**src/sv/vslerp_pkg.sv**
```systemverilog
// Shared constants, arctangent table and result type for the slerp pipeline
`timescale 1ns / 1ps
package vslerp_pkg;

    localparam int FRAC_BITS = 16;
    localparam int VEC_W = 20;
    localparam int FRAC_W = 17;
    localparam int IN_W = 144;
    localparam int OUT_W = 64;
    localparam int CORDIC_STEPS_DEF = 16;
    localparam int CW = 34;
    localparam int RT_W = 31;
    localparam int RAD_W = 62;

    localparam logic signed [CW-1:0] PI_Q = 34'sd3373259426;
    localparam logic signed [CW-1:0] HALF_PI_Q = 34'sd1686629713;
    localparam logic signed [CW-1:0] TWO_PI_Q = 34'sd6746518852;
    localparam logic signed [CW-1:0] GAIN_Q = 34'sd652032874;

    typedef struct packed {
        logic signed [VEC_W-1:0] x;
        logic signed [VEC_W-1:0] y;
        logic signed [VEC_W-1:0] z;
        logic                    degen;
    } res_t;

    function automatic logic signed [CW-1:0] atan_q(input int step);
        logic signed [CW-1:0] v;
        case (step)
            0:  v = 34'sd843314856;
            1:  v = 34'sd497837829;
            2:  v = 34'sd263043836;
            3:  v = 34'sd133525158;
            4:  v = 34'sd67021686;
            5:  v = 34'sd33543515;
            6:  v = 34'sd16775850;
            7:  v = 34'sd8388437;
            8:  v = 34'sd4194282;
            9:  v = 34'sd2097149;
            10: v = 34'sd1048575;
            11: v = 34'sd524287;
            12: v = 34'sd262143;
            13: v = 34'sd131071;
            14: v = 34'sd65535;
            15: v = 34'sd32767;
            16: v = 34'sd16383;
            17: v = 34'sd8191;
            18: v = 34'sd4095;
            19: v = 34'sd2047;
            20: v = 34'sd1023;
            21: v = 34'sd511;
            22: v = 34'sd255;
            23: v = 34'sd127;
            24: v = 34'sd63;
            25: v = 34'sd31;
            26: v = 34'sd15;
            27: v = 34'sd8;
            28: v = 34'sd4;
            29: v = 34'sd2;
            30: v = 34'sd1;
            default: v = '0;
        endcase
        return v;
    endfunction

endpackage

```
**src/sv/vslerp_sqrt_cell.sv**
```systemverilog
// One result bit of a pipelined integer square root
`timescale 1ns / 1ps
module vslerp_sqrt_cell
    import vslerp_pkg::*;
#(
    parameter int BIT = 0
)
(
    input  logic             clk,
    input  logic             en,
    input  logic [RAD_W-1:0] rem_in,
    input  logic [RT_W-1:0]  root_in,
    output logic [RAD_W-1:0] rem_out,
    output logic [RT_W-1:0]  root_out
);

    logic [RAD_W-1:0] rem_reg, rem_next;
    logic [RT_W-1:0]  root_reg, root_next;
    logic [RAD_W:0]   trial;
    logic             take;

    always_comb
    begin
        trial = ((RAD_W+1)'(root_in) << (BIT + 1)) | ((RAD_W+1)'(1) << (2 * BIT));
        take = {1'b0, rem_in} >= trial;
        rem_next = take ? rem_in - trial[RAD_W-1:0] : rem_in;
        root_next = take ? (root_in | (RT_W'(1) << BIT)) : root_in;
    end

    always_ff @(posedge clk)
    begin
        if (en)
        begin
            rem_reg <= rem_next;
            root_reg <= root_next;
        end
    end

    assign rem_out = rem_reg;
    assign root_out = root_reg;

endmodule

```
**config.mk**
```make
export PLATFORM = sky130hd
export DESIGN_NAME = vslerp_sqrt_cell
export DESIGN_NICKNAME = d
export VERILOG_FILES = /design/src/sv/vslerp_pkg.sv /design/src/sv/vslerp_sqrt_cell.sv
export SDC_FILE = /design/constraint.sdc
export NUM_CORES = 1
export LEC_CHECK = 0
export BUFFER_PORTS_ARGS = -buffer_cell sky130_fd_sc_hd__buf_2
export CAP_MARGIN = 20
export CORE_AREA = 10 10 141 143
export DETAILED_ROUTE_END_ITERATION = 12
export DIE_AREA = 0 0 151 153
export SETUP_SLACK_MARGIN = 0.4
export SYNTH_ARGS = -nofsm -noshare
export SYNTH_HDL_FRONTEND = slang
export SYNTH_SLANG_ARGS = --single-unit
```
**constraint.sdc**
```tcl
create_clock -name clk -period 3.9 [get_ports clk]
set_input_delay 0.195 -clock clk [delete_from_list [all_inputs] [get_ports clk]]
set_output_delay 0.195 -clock clk [all_outputs]
set_load 0.01 [all_outputs]
```
==> results.yml <==
route:
  drt_iter0_drc: 363
  drt_pass1_iterations: 4
  vias: 5076
  wl_per_cell_um: 18.20
  drc_errors: 0
  viasPerCell: 5.096
  routed_wl_um: 18120
  antenna_left: 0
timing:
  timing.max_slew.rel_slack_pct: 54.79
  finalSetupViolCount: 0
  final_max_slew_viol_count: 0
  hold_viol: 0
  hold_slack_ns: 0.02671
  fin_setup_tns_ns: 0
  fmax_mhz: 311.3
  worstMarginPinSlew_ns: 0.6742
  fin_crit_ns: 3.212
  rsz0062_at_grt: "false"
  post-route-period-util_pct: 82.37
power_and_ir_drop:
  p_int_mw: 2.002
  combPwrFrac_pct: 24.0
  leakage_nw: 3.137
  seqPwrFrac_pct: 44.6
  power_frac_clock_pct: 31.5
  switching_share_pct: 29.25
  switchingPower_mw: 0.8279
  power_density_nw_per_um2: 383.9
  peakVddDrop_mv: 0.2324
run:
  cap_viol_max_count: 0
synth:
  synth_edf_count: 93
  yosysSeqAreaShare_pct: 47.25
  yosysMostFrequentCell: "edfxtp_1"
  synth-async-reset-ratio_pct: 0
  ys_warn_count: 0
  yosys-top-cells-count: "93 x edfxtp_1, 62 x nand2_1, 45 x o21ai_0"
  synthesis.nets: 713
  syn_inst: 585
  syn_area_sq_um: 5911
  yosys.area.top_type_share_pct: 47.25
  synth_area_per_cell_sq_um: 10.10
  yosysTopAreaCell: "edfxtp_1"
  ys_seq_elements: 93
  ys_types: 55
  synthTopCellsByArea: "edfxtp_1 47%, ha_1 6.8%, xor2_1 5.6%"
  synthFlopType: "edfxtp_1"
worst_setup_path:
  crit_path_start: "rem_in[2]"
  required_ns: 4.00
  cp.arrival_ns: 3.31
  crit_type: "in -> reg"
  cp_max_fo: 29
  worstSetupStartpointType: "input pin"
  critPathCaptureType: "flop"
cts:
  path_clk_slew_ns: 0.07
  cts-root-buf: "clkbuf_16"
  cts_setup_buffers: 0
  postCtsHoldBufs: 0
  post_cts_resize_count: 0
  clockBufferDepth: 2
  cts_sinks: 93
  htree_levels: 3
  cts_buffers: 9
  cts_tree: "built"
floorplan:
  start_util_pct: 34.65
  core_area_sq_um: 17060
  fp.dieH_um: 153
  rows: 48
  die_w_um: 151
  die-area_sq_um: 23100
  io_pins: 188
cells_and_area:
  num-nets-final: 894
  n_fill_cell: 1715
  multiInputGateArea_sq_um: 2821
  layout-drive-gt1-share_pct: 29.22
  final-seq-area_sq_um: 2793
  syn2layout_area_growth_pct: 24.72
grt:
  grt_antenna_before_repair: 1
  grt_usage_pct: 15.27
  grt_max_degree: 40
  grt_overflow_total: 0
  grt_pass1_wl_um: 27970
  grt_pass1_vias: 5197
min_path:
  hp-start: "root_in[7]"
  min-delay-path-class: "in -> reg"
  min_to: "root_out[7]$_DFFE_PP_"
  hold-path-cell-count: 1
placed_design:
  io_buffers: 187
  routabilityCongestion: 0.8894
  detailed_place_hpwl_um: 14260
outcome:
  run_status: "finished clean"
[placed cells by master (no fill, tap or decap), drive strengths merged, types with 22 or more instances in the layout]
cell and instances:
nor2 27, edfxtp 93, o21ai 52, nand2 62, a21oi 30, xor2 38, nor4 22, buf 198
inv 40, ha 32
[power groups by stage]
stage	clock network, mW	logic [mW]	registers (mW)
after floorplan	0	0.315	1.35
after global placement	0	0.680	1.28
after detailed placement	0	0.678	1.28
after CTS	0.912	0.683	1.26
after global routing	0.959	0.749	1.27
final	0.890	0.678	1.26
[stage by stage]
| step | setup slack (ns) | power (mW) | util (%) | instance area (sq um) | cells |
|---|---|---|---|---|---|
| 4_1_cts | 0.6507 | 2.858 | 43.21 | 7370 | 995 |
| 3_3_place_gp | 0.2735 | 1.959 | 41.51 | 7079 | 980 |
| 6_report | 0.6878 | 2.830 | 43.22 | 7372 | 996 |
| 2_1_floorplan | 0.9179 | 1.663 | - | 5911 | 585 |
| 5_1_grt | 0.4683 | 2.982 | 43.22 | 7372 | 996 |
| 3_5_place_dp | 0.2901 | 1.962 | 41.51 | 7079 | 980 |
[layer usage]
metal	up-vias	global-route usage, %	share of wire, %	wire length, um
li1	2518	-	-	-
met1	2360	18.58	42	7526
met2	173	24.95	47	8567
met3	25	5.255	9.5	1718
met4	0	4.218	1.7	310
met5	-	0	0	0
[worst max-delay path, stage by stage]
cell,delay [ns]
buf_2,0.11
ha_1,0.36
nor2b_1,0.17
o21ai_0,0.26
a211oi_1,0.16
nor3_1,0.30
o21ai_0,0.20
a211oi_1,0.63
o21ba_4,0.44
buf_12,0.22
or3_1,0.17
xnor2_1,0.09
[how the worst max path moves through the flow]
| stage | end | cells past startpoint |
|---|---|---|
| 2_1_floorplan | rem_out[44]$_DFFE_PP_ | 12 |
| 3_3_place_gp | rem_out[56]$_DFFE_PP_ | 12 |
| 3_5_place_dp | rem_out[47]$_DFFE_PP_ | 13 |
| 4_1_cts | rem_out[47]$_DFFE_PP_ | 13 |
| 5_1_grt | rem_out[42]$_DFFE_PP_ | 13 |
| 6_report | rem_out[32]$_DFFE_PP_ | 12 |
[cells by family after synthesis]
group / count (synthesis) / synth area share (%)
buffers and inverters: 68 / 5.017
AND/OR/NAND/NOR: 187 / 16.30
multiplexers: 2 / 0.3810
flip-flops: 93 / 47.25
XOR/XNOR: 59 / 8.743
adder cells (fa/ha/maj): 33 / 7.113
AO/OA/AOI/OAI: 143 / 15.20
[flip-flops by register name, summed over array words and instances (netlist names)]
signal,flops
root_out,31
rem_out,62
[final cells by class]
type / count / share of cell area (%)
clock buffers: 9 / 3.055
multi-input cells: 424 / 38.27
well taps: 225 / 3.819
clock inverters: 6 / 0.8826
inverters: 40 / 2.037
flip-flops and latches: 93 / 37.88
diodes: 1 / 0.03394
repair buffers: 198 / 14.02
(Power assumes the default switching activity.)
