--- src/sv/vslerp_pkg.sv ---
// Shared constants, arctangent table and result type for the slerp pipeline
`timescale 1ns / 1ps
package vslerp_pkg;

    localparam int FRAC_BITS = 16;
    localparam int VEC_W = 20;
    localparam int FRAC_W = 17;
    localparam int IN_W = 144;
    localparam int OUT_W = 64;
    localparam int CORDIC_STEPS_DEF = 16;
    localparam int CW = 34;
    localparam int RT_W = 31;
    localparam int RAD_W = 62;

    localparam logic signed [CW-1:0] PI_Q = 34'sd3373259426;
    localparam logic signed [CW-1:0] HALF_PI_Q = 34'sd1686629713;
    localparam logic signed [CW-1:0] TWO_PI_Q = 34'sd6746518852;
    localparam logic signed [CW-1:0] GAIN_Q = 34'sd652032874;

    typedef struct packed {
        logic signed [VEC_W-1:0] x;
        logic signed [VEC_W-1:0] y;
        logic signed [VEC_W-1:0] z;
        logic                    degen;
    } res_t;

    function automatic logic signed [CW-1:0] atan_q(input int step);
        logic signed [CW-1:0] v;
        case (step)
            0:  v = 34'sd843314856;
            1:  v = 34'sd497837829;
            2:  v = 34'sd263043836;
            3:  v = 34'sd133525158;
            4:  v = 34'sd67021686;
            5:  v = 34'sd33543515;
            6:  v = 34'sd16775850;
            7:  v = 34'sd8388437;
            8:  v = 34'sd4194282;
            9:  v = 34'sd2097149;
            10: v = 34'sd1048575;
            11: v = 34'sd524287;
            12: v = 34'sd262143;
            13: v = 34'sd131071;
            14: v = 34'sd65535;
            15: v = 34'sd32767;
            16: v = 34'sd16383;
            17: v = 34'sd8191;
            18: v = 34'sd4095;
            19: v = 34'sd2047;
            20: v = 34'sd1023;
            21: v = 34'sd511;
            22: v = 34'sd255;
            23: v = 34'sd127;
            24: v = 34'sd63;
            25: v = 34'sd31;
            26: v = 34'sd15;
            27: v = 34'sd8;
            28: v = 34'sd4;
            29: v = 34'sd2;
            30: v = 34'sd1;
            default: v = '0;
        endcase
        return v;
    endfunction

endpackage

--- src/sv/vslerp_cordic_cell.sv ---
// One CORDIC micro-rotation stage, vectoring or rotating
`timescale 1ns / 1ps
module vslerp_cordic_cell
    import vslerp_pkg::*;
#(
    parameter int STEP = 0,
    parameter bit VECTORING = 1'b0
)
(
    input  logic                 clk,
    input  logic                 en,
    input  logic signed [CW-1:0] x_in,
    input  logic signed [CW-1:0] y_in,
    input  logic signed [CW-1:0] z_in,
    output logic signed [CW-1:0] x_out,
    output logic signed [CW-1:0] y_out,
    output logic signed [CW-1:0] z_out
);

    logic signed [CW-1:0] x_reg, y_reg, z_reg;
    logic signed [CW-1:0] x_next, y_next, z_next;
    logic signed [CW-1:0] dx, dy;
    logic                 pos;

    always_comb
    begin
        dx = y_in >>> STEP;
        dy = x_in >>> STEP;
        pos = VECTORING ? (y_in <= 0) : (z_in >= 0);
        x_next = pos ? x_in - dx : x_in + dx;
        y_next = pos ? y_in + dy : y_in - dy;
        z_next = pos ? z_in - atan_q(STEP) : z_in + atan_q(STEP);
    end

    always_ff @(posedge clk)
    begin
        if (en)
        begin
            x_reg <= x_next;
            y_reg <= y_next;
            z_reg <= z_next;
        end
    end

    assign x_out = x_reg;
    assign y_out = y_reg;
    assign z_out = z_reg;

endmodule

--- config.mk ---
export PLATFORM = sky130hd
export DESIGN_NAME = vslerp_cordic_cell
export DESIGN_NICKNAME = d
export VERILOG_FILES = /design/src/sv/vslerp_pkg.sv /design/src/sv/vslerp_cordic_cell.sv
export SDC_FILE = /design/constraint.sdc
export NUM_CORES = 1
export LEC_CHECK = 0
export BUFFER_PORTS_ARGS = -buffer_cell sky130_fd_sc_hd__buf_2
export CORE_ASPECT_RATIO = 1.75
export CORE_UTILIZATION = 48
export DETAILED_ROUTE_END_ITERATION = 10
export GPL_TIMING_DRIVEN = 0
export PLACE_DENSITY = 0.71
export SLEW_MARGIN = 20
export SYNTH_ARGS = -nofsm -noshare
export SYNTH_HDL_FRONTEND = slang
export SYNTH_SLANG_ARGS = --single-unit
--- constraint.sdc ---
create_clock -name clk -period 6.5 [get_ports clk]
set_input_delay 0.65 -clock clk [delete_from_list [all_inputs] [get_ports clk]]
set_output_delay 0.65 -clock clk [all_outputs]
set_load 0.01 [all_outputs]
==> flow_metrics.py <==
metrics = {
    "run_status": {
        "status": "finished, final reports clean",
    },
    "grt": {
        "grt_max_degree": 84,
        "grt.total_usage_pct": 30.5,
        "grt_pass1_wl_mm": 51.6,
        "antenna_found_initial": 1,
        "grt_pass1_vias": 10000,
        "overflow": 0,
    },
    "sta": {
        "setup_tns_ps": 0,
        "worst_pin_slew_ps": 1110,
        "max-slew-margin-rel_pct": 25.3,
        "hold_viol_final": 0,
        "fin_crit_sh_pct": 94.2,
        "final-max-slew-violation-count": 0,
        "hold_ws_ps": 474,
        "setup_viol": 0,
        "fin_crit_ps": 6120,
        "rsz0062_at_grt": "no",
        "max_freq_mhz": 163,
    },
    "synthesis": {
        "synth_area_um2": 10400,
        "ys_seq_area_share_pct": 29.3,
        "synth_nets": 1435,
        "yosysWarnings": 0,
        "ys_seq_elements": 101,
        "syn_avg_cell_area_um2": 8.64,
        "netlist_instances": 1198,
        "netlist.area_leader.share_pct": 29.3,
        "synthDistinctLibCells": 78,
        "async_flop_share_pct": 0,
        "synth_edf_count": 101,
        "synth_ff_type": "edfxtp_1",
        "synth_area_leader_cell": "edfxtp_1",
        "ys_top_cells_by_area": "edfxtp_1 29%, ha_1 16%, a21oi_1 6.7%, xnor2_1 6.2%, inv_1 3.8%",
    },
    "clock_tree": {
        "cts_hold_buffers": 0,
        "clockBufferDepth": 2,
        "cts.sinks": 101,
        "root_buffer": "clkbuf_16",
        "cts_setup_buffers": 0,
        "cts_tree": "yes",
        "numCtsBuffers": 9,
        "cts_resized": 0,
        "cts_max_level": 3,
        "clkTransAtPathRegs_ps": 70,
    },
    "worst_setup_path": {
        "cpPeakStageDelay_ps": 660,
        "critPathTopFamily": "compound AO/OA/AOI/OAI gates",
        "cpMaxStageDelayCell": "a2111oi_1",
        "cp_num_buf_inv": 6,
        "crit_fanout": 22,
        "required_ps": 6620,
        "worstSetupStartpointType": "input pin",
        "cp.arrival_ps": 6240,
        "worstSetupEndpointType": "flop",
        "crit_chain": "buf_2 -> nor4_1 -> nand4_1 -> nor3_1 -> nand2b_1 -> clkbuf_1 -> inv_1 -> clkbuf_1 -> clkbuf_2 -> buf_12 -> fa_1 -> nor2b_1 -> o31ai_1 -> a2111oi_1 -> o21ai_0 -> a21oi_1 -> a2111o_1 -> a21oi_1 -> o21bai_1 -> xor2_1",
        "path_class": "in2reg",
    },
    "job": {
        "max-cap-violations": 0,
    },
    "final_layout": {
        "final_cell_mix": "218 x buf_2, 138 x a21oi_1, 129 x ha_1",
        "final_common_cell": "buf_2",
        "nets": 1653,
        "drive_gt1_share_pct": 18.7,
        "area_growth_pct": 16.3,
        "fin_cells": 1674,
        "final_area_um2": 12000,
    },
    "route": {
        "drt_pass1_iterations": 6,
        "via_per_inst": 6.01,
        "first_iter_violations": 651,
        "wire_per_inst_um": 20.4,
        "drc_errors": 0,
        "wirelength_mm": 34.1,
        "vias": 10100,
        "antenna_left": 0,
    },
    "floorplanning": {
        "die_w_um": 113,
        "start_util_pct": 49.3,
        "core.rowCount": 70,
        "die_y_um": 196,
        "die_area_um2": 22200,
        "ioPinCount": 206,
        "core_um2": 21000,
    },
    "place": {
        "dp_hpwl_mm": 27.6,
        "gp_congestion": 0.954,
        "place_area_um2": 11800,
        "placed_cells": 1657,
        "port_buffers": 205,
    },
    "pwr": {
        "pwr_density_cell_nw_per_um2": 203,
        "p_comb_share_pct": 40.8,
        "clkPwrFrac_pct": 22.7,
        "ir_drop_uv": 119,
        "finalPower_mw": 2.45,
        "p_seq_share_pct": 36.4,
        "internal_power_mw": 1.55,
        "switchingPower_mw": 0.903,
        "p_leak_nw": 5.43,
        "swShare_pct": 36.8,
    },
    "worst_hold_path": {
        "holdCritPathClass": "in2reg",
    },
}
sequential cells by signal, indices dropped and copies added (netlist names):
signal / count
x_out: 34
y_out: 33
z_out: 34
layer usage:
metal,GRT usage (%),share of wire [%],vias to the layer above
li1,-,-,4772
met1,29.3,34,4732
met2,58.9,54,421
met3,3.12,4.8,136
met4,22.3,7.2,0
met5,0,0,-
final timing paths:
| check | startpoint | end | slack [ps] | cells after the start |
|---|---|---|---|---|
| setup / recovery | z_in[4] | z_out[33] | 380 | 20 |
| hold / removal | z_in[1] | z_out[1] | 470 | 1 |
through the flow:
stage               worst slack, ps  util [%]
floorplan                      1650         -
global placement               -649      55.6
detailed placement             -106      55.9
CTS                             254      57.3
global route                    102      57.3
finish                          376      57.3
power groups by stage:
stage	clock network (mW)	logic [mW]	registers (mW)
2_1_floorplan	0	0.569	0.965
3_3_place_gp	0	0.973	0.909
3_5_place_dp	0	0.984	0.908
4_1_cts	0.559	0.989	0.896
5_1_grt	0.578	1.08	0.904
6_report	0.557	1.00	0.893
synth_stat cells, types with 10 or more instances:
cell and number:
nand3_1 22, xnor2_1 73, nor2_1 86, nor4_1 11, inv_1 106, nor3_1 21, buf_2 13, and3_1 11
nand4_1 11, nor2b_1 10, o31ai_1 11, mux2i_1 10, edfxtp_1 101, nand2_1 71, o21a_1 15, a211oi_1 18
o21ai_0 77, ha_1 129, a31oi_1 10, nand2b_1 20, clkbuf_1 22, a21o_1 35, xor2_1 17, o211ai_1 11
a21oi_1 138, o21bai_1 27
area by class of cell:
cell class	instances	area, um2
well taps	252	315
plain buffers	45	199
multi-input cells	941	6710
flip-flops and latches	101	3030
diodes	1	2.50
clock buffers	10	229
fillers	2008	8970
inverters	111	417
repair buffers	207	1080
clock inverters	6	60.1
logic make-up after synthesis:
family	count (synthesis)	share of synthesized area, %
compound gates	411	25.8
xor+xnor	90	7.61
fa+ha+maj	133	16.4
buf+inv	156	5.92
flops	101	29.3
mux	10	0.967
simple gates	297	14.0
(Power assumes the default switching activity.)
