$ cat config.mk
export PLATFORM = sky130hd
export DESIGN_NAME = vslerp_div_cell
export DESIGN_NICKNAME = d
export VERILOG_FILES = /design/src/sv/vslerp_pkg.sv /design/src/sv/vslerp_div_cell.sv
export SDC_FILE = /design/constraint.sdc
export NUM_CORES = 1
export LEC_CHECK = 0
export BUFFER_PORTS_ARGS = -buffer_cell sky130_fd_sc_hd__buf_2
export CAP_MARGIN = 0
export CELL_PAD_IN_SITES_DETAIL_PLACEMENT = 1
export CELL_PAD_IN_SITES_GLOBAL_PLACEMENT = 2
export CORE_MARGIN = 2
export CORE_UTILIZATION = 30
export DETAILED_ROUTE_END_ITERATION = 10
export PLACE_DENSITY_LB_ADDON = 0.05
export SYNTH_ARGS = -nofsm -noshare
export SYNTH_HDL_FRONTEND = slang
export SYNTH_SLANG_ARGS = --single-unit
$ cat constraint.sdc
create_clock -name clk -period 6.2 [get_ports clk]
set_input_delay 0.62 -clock clk [delete_from_list [all_inputs] [get_ports clk]]
set_output_delay 0.62 -clock clk [all_outputs]
set_load 0.005 [all_outputs]
$ cat src/sv/vslerp_pkg.sv
// Shared constants, arctangent table and result type for the slerp pipeline
`timescale 1ns / 1ps
package vslerp_pkg;

    localparam int FRAC_BITS = 16;
    localparam int VEC_W = 20;
    localparam int FRAC_W = 17;
    localparam int IN_W = 144;
    localparam int OUT_W = 64;
    localparam int CORDIC_STEPS_DEF = 16;
    localparam int CW = 34;
    localparam int RT_W = 31;
    localparam int RAD_W = 62;

    localparam logic signed [CW-1:0] PI_Q = 34'sd3373259426;
    localparam logic signed [CW-1:0] HALF_PI_Q = 34'sd1686629713;
    localparam logic signed [CW-1:0] TWO_PI_Q = 34'sd6746518852;
    localparam logic signed [CW-1:0] GAIN_Q = 34'sd652032874;

    typedef struct packed {
        logic signed [VEC_W-1:0] x;
        logic signed [VEC_W-1:0] y;
        logic signed [VEC_W-1:0] z;
        logic                    degen;
    } res_t;

    function automatic logic signed [CW-1:0] atan_q(input int step);
        logic signed [CW-1:0] v;
        case (step)
            0:  v = 34'sd843314856;
            1:  v = 34'sd497837829;
            2:  v = 34'sd263043836;
            3:  v = 34'sd133525158;
            4:  v = 34'sd67021686;
            5:  v = 34'sd33543515;
            6:  v = 34'sd16775850;
            7:  v = 34'sd8388437;
            8:  v = 34'sd4194282;
            9:  v = 34'sd2097149;
            10: v = 34'sd1048575;
            11: v = 34'sd524287;
            12: v = 34'sd262143;
            13: v = 34'sd131071;
            14: v = 34'sd65535;
            15: v = 34'sd32767;
            16: v = 34'sd16383;
            17: v = 34'sd8191;
            18: v = 34'sd4095;
            19: v = 34'sd2047;
            20: v = 34'sd1023;
            21: v = 34'sd511;
            22: v = 34'sd255;
            23: v = 34'sd127;
            24: v = 34'sd63;
            25: v = 34'sd31;
            26: v = 34'sd15;
            27: v = 34'sd8;
            28: v = 34'sd4;
            29: v = 34'sd2;
            30: v = 34'sd1;
            default: v = '0;
        endcase
        return v;
    endfunction

endpackage

$ cat src/sv/vslerp_div_cell.sv
// One quotient bit of three restoring dividers sharing a divisor
`timescale 1ns / 1ps
module vslerp_div_cell
    import vslerp_pkg::*;
#(
    parameter int BIT = 0
)
(
    input  logic             clk,
    input  logic             en,
    input  logic [RT_W-1:0]  dv_in,
    input  logic [RAD_W-1:0] rem_in [0:2],
    input  logic [RT_W-1:0]  q_in [0:2],
    output logic [RT_W-1:0]  dv_out,
    output logic [RAD_W-1:0] rem_out [0:2],
    output logic [RT_W-1:0]  q_out [0:2]
);

    logic [RT_W-1:0]  dv_reg;
    logic [RAD_W-1:0] rem_reg [0:2];
    logic [RAD_W-1:0] rem_next [0:2];
    logic [RT_W-1:0]  q_reg [0:2];
    logic [RT_W-1:0]  q_next [0:2];
    logic [RAD_W-1:0] shd;

    always_comb
    begin
        shd = RAD_W'(dv_in) << BIT;
        for (int i = 0; i < 3; i++)
        begin
            if (rem_in[i] >= shd)
            begin
                rem_next[i] = rem_in[i] - shd;
                q_next[i] = q_in[i] | (RT_W'(1) << BIT);
            end
            else
            begin
                rem_next[i] = rem_in[i];
                q_next[i] = q_in[i];
            end
        end
    end

    always_ff @(posedge clk)
    begin
        if (en)
        begin
            dv_reg <= dv_in;
            for (int i = 0; i < 3; i++)
            begin
                rem_reg[i] <= rem_next[i];
                q_reg[i] <= q_next[i];
            end
        end
    end

    assign dv_out = dv_reg;
    assign rem_out = rem_reg;
    assign q_out = q_reg;

endmodule

==> reports/qor.yml, run 1 <==
status: "finished, final reports clean"
synth_area_leaders: "edfxtp_1 (52%), ha_1 (6.5%), xnor2_1 (5.2%)"
yosysSeqAreaShare_pct: 52.4
cts_tree: "yes"
worstPathArrival_ns: 5.24
dieWidth_um: 247
fin_crit_ns: 4.96
place_hpwl_um: 58500
p_comb_share_pct: 20.2
synth_cells: 1653
yosysMostFrequentCell: "edfxtp_1"
wl_um: 72000
maxCapViolCount: 0
nets: 2683
p_switching_w: 0.00175
synth_cell_types: 72
pwr-share-seq_pct: 42.2
cts-buffers-inserted: 40
rsz0062_at_grt: "false"
yosysTopAreaCell: "edfxtp_1"
peakVddDrop_uv: 168
hold_class: "primary input to flop"
drt_first_iter_violations: 706
endpoint_kind: "flop"
gp_congestion: 0.867
cellPowerDensity_nw_per_um2: 272
core_area_um2: 58800
grt_remaining_overflow: 0
synth_top_family_by_area: "simple AND/OR/NAND/NOR gates"
min-delay-start: "q_in[23]"
grt_pass1_wl_um: 102000
synth_xor_area_share_pct: 8.68
post-route-period-util_pct: 80.0
post_drt_wl_per_cell_um: 23.3
cts_htree_levels: 2
area_growth_pct: 29.9
synth_fa_ha_area_share_pct: 6.89
yosys.area_share.simple_pct: 15.7
synth_compound_area_share_pct: 13.4
p_total_w: 0.00627
leakage_nw: 9.44
slowest_stage: "nor4_1"
drv_slew: 0
max_freq_mhz: 202
internal-power_w: 0.00452
synth_top_cells_by_count: "edfxtp_1 (310), a21oi_1 (149), nand2_1 (145)"
start_util_pct: 30.2
tns_ns: 0
synth.mux.area_fraction_pct: 0.634
vias: 15500
finalHoldViolations: 0
cts_setup_buffers: 0
crit_chain: "buf_2 -> inv_1 -> ha_1 -> nand3_1 -> nor4_1 -> nand2_1 -> nor4_1 -> a21oi_1 -> nor3_2 -> nand3_1 -> nor3_1 -> xor2_1"
critPathMaxStageDelay_ns: 0.89
first_pass_iters: 4
synth-edff-count: 310
synth_nets: 2061
vias_per_cell: 5.00
io_buffers: 621
antenna_found_initial: 21
holdWs_ns: 0.239
io_pins: 622
power.share.clock_pct: 37.5
ys_ff_latch: 310
synth_ff_type: "edfxtp_1"
grt_usage_pct: 22.4
worst_pin_slew_ns: 0.998
setup_violations: 0
route.detailed.drc: 0
synth_top_cell_area_share_pct: 52.4
die_y_um: 247
path_max_fanout: 9
maxSlewHeadroom_pct: 33.2
start_kind: "primary input"
critPathLaunch: "dv_in[30]"
ctsResizeCount: 0
clk_pin_slew_ns: 0.06
cts.sinks: 310
synthArstFlopShare_pct: 0
drtAntennaViolNets: 0
crit_required_ns: 6.49
swShare_pct: 28.0
hold_buffers: 0
rows: 89
syn-cell-area_um2: 17800
design_area_um2: 23100
yosysWarnings: 0
grt_pass1_vias: 15600
clock_path_buffers: 3
placed_area_um2: 21700
die_area_um2: 61200
grt_max_degree: 142
drive_gt1_share_pct: 31.5
syn_avg_cell_area_um2: 10.7
path_class: "primary input to flop"
cts-root-buf: "clkbuf_16"
==> logic make-up (layout without fill, tap and decap cells) <==
family / count (synthesis) / count (layout)
and+or+nand+nor: 564 / 564
buffers and inverters: 107 / 758
DFF: 310 / 310
xor gates and xnor gates: 176 / 176
other: 0 / 15
muxes: 10 / 10
AOI/OAI and AO/OA: 390 / 390
adders and majority gates: 96 / 96
==> through the flow <==
| step | worst slack, ns | std cells | util (%) |
|---|---|---|---|
| 3_5_place_dp | 0.792 | 3006 | 37.0 |
| 5_1_grt | 1.04 | 3088 | 39.2 |
| 2_1_floorplan | 2.55 | 1653 | - |
| 4_1_cts | 1.37 | 3077 | 39.2 |
| 3_3_place_gp | 0.866 | 3006 | 37.0 |
| 6_report | 1.24 | 3092 | 39.3 |
==> area by class of cell <==
| type | instances | area, µm² |
|---|---|---|
| Clock buffer | 47 | 1050 |
| Antenna cell | 15 | 37.5 |
| Multi-Input combinational cell | 1236 | 8060 |
| Inverter | 58 | 218 |
| Timing Repair Buffer | 629 | 3190 |
| Fill cell | 6761 | 35700 |
| Sequential cell | 310 | 9310 |
| Tap cell | 773 | 967 |
| Clock inverter | 24 | 254 |
==> cell usage in the layout, fill, tap and decap left out, drive strengths merged, types with 16 or more instances in the layout <==
| master | n |
|---|---|
| nand2b | 23 |
| o21bai | 16 |
| nand3 | 50 |
| nor4 | 34 |
| nand4 | 37 |
| clkbuf | 47 |
| xor2 | 70 |
| o211ai | 16 |
| edfxtp | 310 |
| buf | 629 |
| a21oi | 149 |
| o21ai | 92 |
| a21o | 30 |
| nor3 | 53 |
| nand2 | 145 |
| xnor2 | 106 |
| ha | 93 |
| inv | 60 |
| nor2 | 136 |
==> worst paths after layout <==
path / end / slack [ns] / cells after the start
setup / recovery: rem_out[174] / 1.24 / 12
hold / removal: q_out[23] / 0.24 / 1
==> routing by layer <==
metal	vias up	wire, µm	GRT usage, %
met5	-	82	0
met4	12	1110	5.53
met3	72	4990	6.11
met2	399	36000	39.2
met1	7520	29800	27.2
li1	7459	-	-
==> worst max-delay path: cells and delay by family <==
family | cells | cell delay [ns]
AOI/OAI and AO/OA | 1 | 0.47
xor gates and xnor gates | 1 | 0.09
adders and majority gates | 1 | 0.45
buffers and inverters | 2 | 0.30
and+or+nand+nor | 7 | 3.30
==> sequential cells by signal, summed over array words and instances, names as in the netlist <==
| signal | count |
|---|---|
| dv_out | 31 |
| q_out | 93 |
| rem_out | 186 |
==> power groups by stage <==
stage	registers [W]	clock network, W	logic, W
finish	0.00265	0.00235	0.00127
global route	0.00267	0.00249	0.00140
detailed placement	0.00269	0	0.00128
floorplan	0.00271	0	0.000575
CTS	0.00265	0.00243	0.00128
global placement	0.00269	0	0.00127
(Power assumes the default switching activity.)
==> run 2, diff against run 1 <==
==> constraint.sdc (replaced) <==
create_clock -name clk -period 4.83 [get_ports clk]
set_input_delay 0.483 -clock clk [delete_from_list [all_inputs] [get_ports clk]]
set_output_delay 0.483 -clock clk [all_outputs]
set_load 0.005 [all_outputs]
==> reports/qor.yml, run 2 (synthesis results as in run 1) <==
peakVddDrop_uv: 256
critPathTopFamily: "compound AO/OA/AOI/OAI gates"
drive_gt1_share_pct: 31.9
vias_per_cell: 5.01
grt_usage_pct: 22.9
fin_cells: 3102
maxSlewHeadroom_pct: 48.0
hold_class: "primary input to flop"
cts-buffers-inserted: 39
rows: 89
clock_path_buffers: 3
post_drt_wl_per_cell_um: 23.6
antenna_found_initial: 19
crit_chain: "buf_2 -> inv_1 -> ha_1 -> nand2_1 -> a211o_1 -> a31oi_1 -> o211ai_1 -> o311ai_0 -> a21oi_1 -> o21bai_1 -> xor2_1 -> mux2_2"
cellPowerDensity_nw_per_um2: 345
die_area_um2: 61200
wl_um: 73300
first_pass_iters: 4
io_buffers: 621
dieWidth_um: 247
post-route-period-util_pct: 75.0
grt_remaining_overflow: 0
finalHoldViolations: 0
final_common_cell: "buf_2"
cts-root-buf: "clkbuf_16"
cts_tree: "yes"
path_buf_inv: 2
drt_first_iter_violations: 710
path_max_fanout: 4
status: "finished, final reports clean"
max_freq_mhz: 276
setup_violations: 0
hold_buffers: 0
area_growth_pct: 30.5
start_kind: "primary input"
io_pins: 622
place_hpwl_um: 60000
nets: 2702
route.detailed.drc: 0
clk_pin_slew_ns: 0.06
ctsResizeCount: 0
drv_slew: 0
endpoint_kind: "flop"
critPathMaxStageDelay_ns: 0.58
fill_cells: 6776
cts.sinks: 310
vias: 15500
grt_max_degree: 89
grt_pass1_vias: 15900
gp_congestion: 0.846
largest_register_ffs: 186
rsz0062_at_grt: "false"
crit_required_ns: 5.14
slowest_stage: "o311ai_0"
grt_pass1_wl_um: 105000
drtAntennaViolNets: 0
maxCapViolCount: 0
dp_cells: 3026
worstPathArrival_ns: 3.93
layout_common_cells: "buf_2 (620), edfxtp_1 (310), a21oi_1 (149)"
path_class: "primary input to flop"
fin_crit_ns: 3.62
tns_ns: 0
worst_pin_slew_ns: 0.760
cts_htree_levels: 2
cts_setup_buffers: 0
start_util_pct: 30.2
core_area_um2: 58800
die_y_um: 247
leakage_nw: 9.53
## run 2: per-layer routing
metal | part of all wire, % | track usage [%] | vias to the layer above
met3 | 7.0 | 6.67 | 77
met5 | 0.16 | 0 | -
li1 | - | - | 7485
met1 | 40 | 27.5 | 7570
met4 | 1.5 | 5.02 | 20
met2 | 51 | 40.5 | 386
## run 2: path summary, 6_finish.rpt
path | startpoint | to | slack (ns) | cells past startpoint
worst max-delay path | dv_in[4] | rem_out[153] | 1.21 | 12
worst min-delay path | q_in[27] | q_out[27] | 0.09 | 1
## run 2: per-stage QoR
step | hold WS, ns | area (µm²) | util, % | setup WS (ns) | power, W
final | 0.0926 | 23200 | 39.4 | 1.21 | 0.00801
after global routing | 0.0650 | 23200 | 39.4 | 1.02 | 0.00839
after CTS | 0.0578 | 23200 | 39.4 | 1.27 | 0.00812
after detailed placement | 0.662 | 21900 | 37.3 | 0.682 | 0.00511
after global placement | 0.660 | 21900 | 37.3 | 0.675 | 0.00510
after floorplan | 0.582 | 17800 | - | 1.32 | 0.00422
## run 2: cell type report
| cell class | instances | area (µm²) | area share, % |
|---|---|---|---|
| inverters | 58 | 218 | 0.939 |
| clock buffers | 45 | 998 | 4.31 |
| repair buffers | 649 | 3350 | 14.5 |
| clock inverters | 22 | 262 | 1.13 |
| well taps | 773 | 967 | 4.17 |
| diodes | 9 | 22.5 | 0.0971 |
| multi-input cells | 1236 | 8060 | 34.8 |
| flip-flops and latches | 310 | 9310 | 40.1 |
## run 2: report_power, final
group / total [W] / internal [W] / switching [W]
clock: 0.00296 / 0.00175 / 0.00121
combinational: 0.00165 / 0.000674 / 0.000980
sequential: 0.00340 / 0.00332 / 0.0000779
total: 0.00801 / 0.00574 / 0.00227
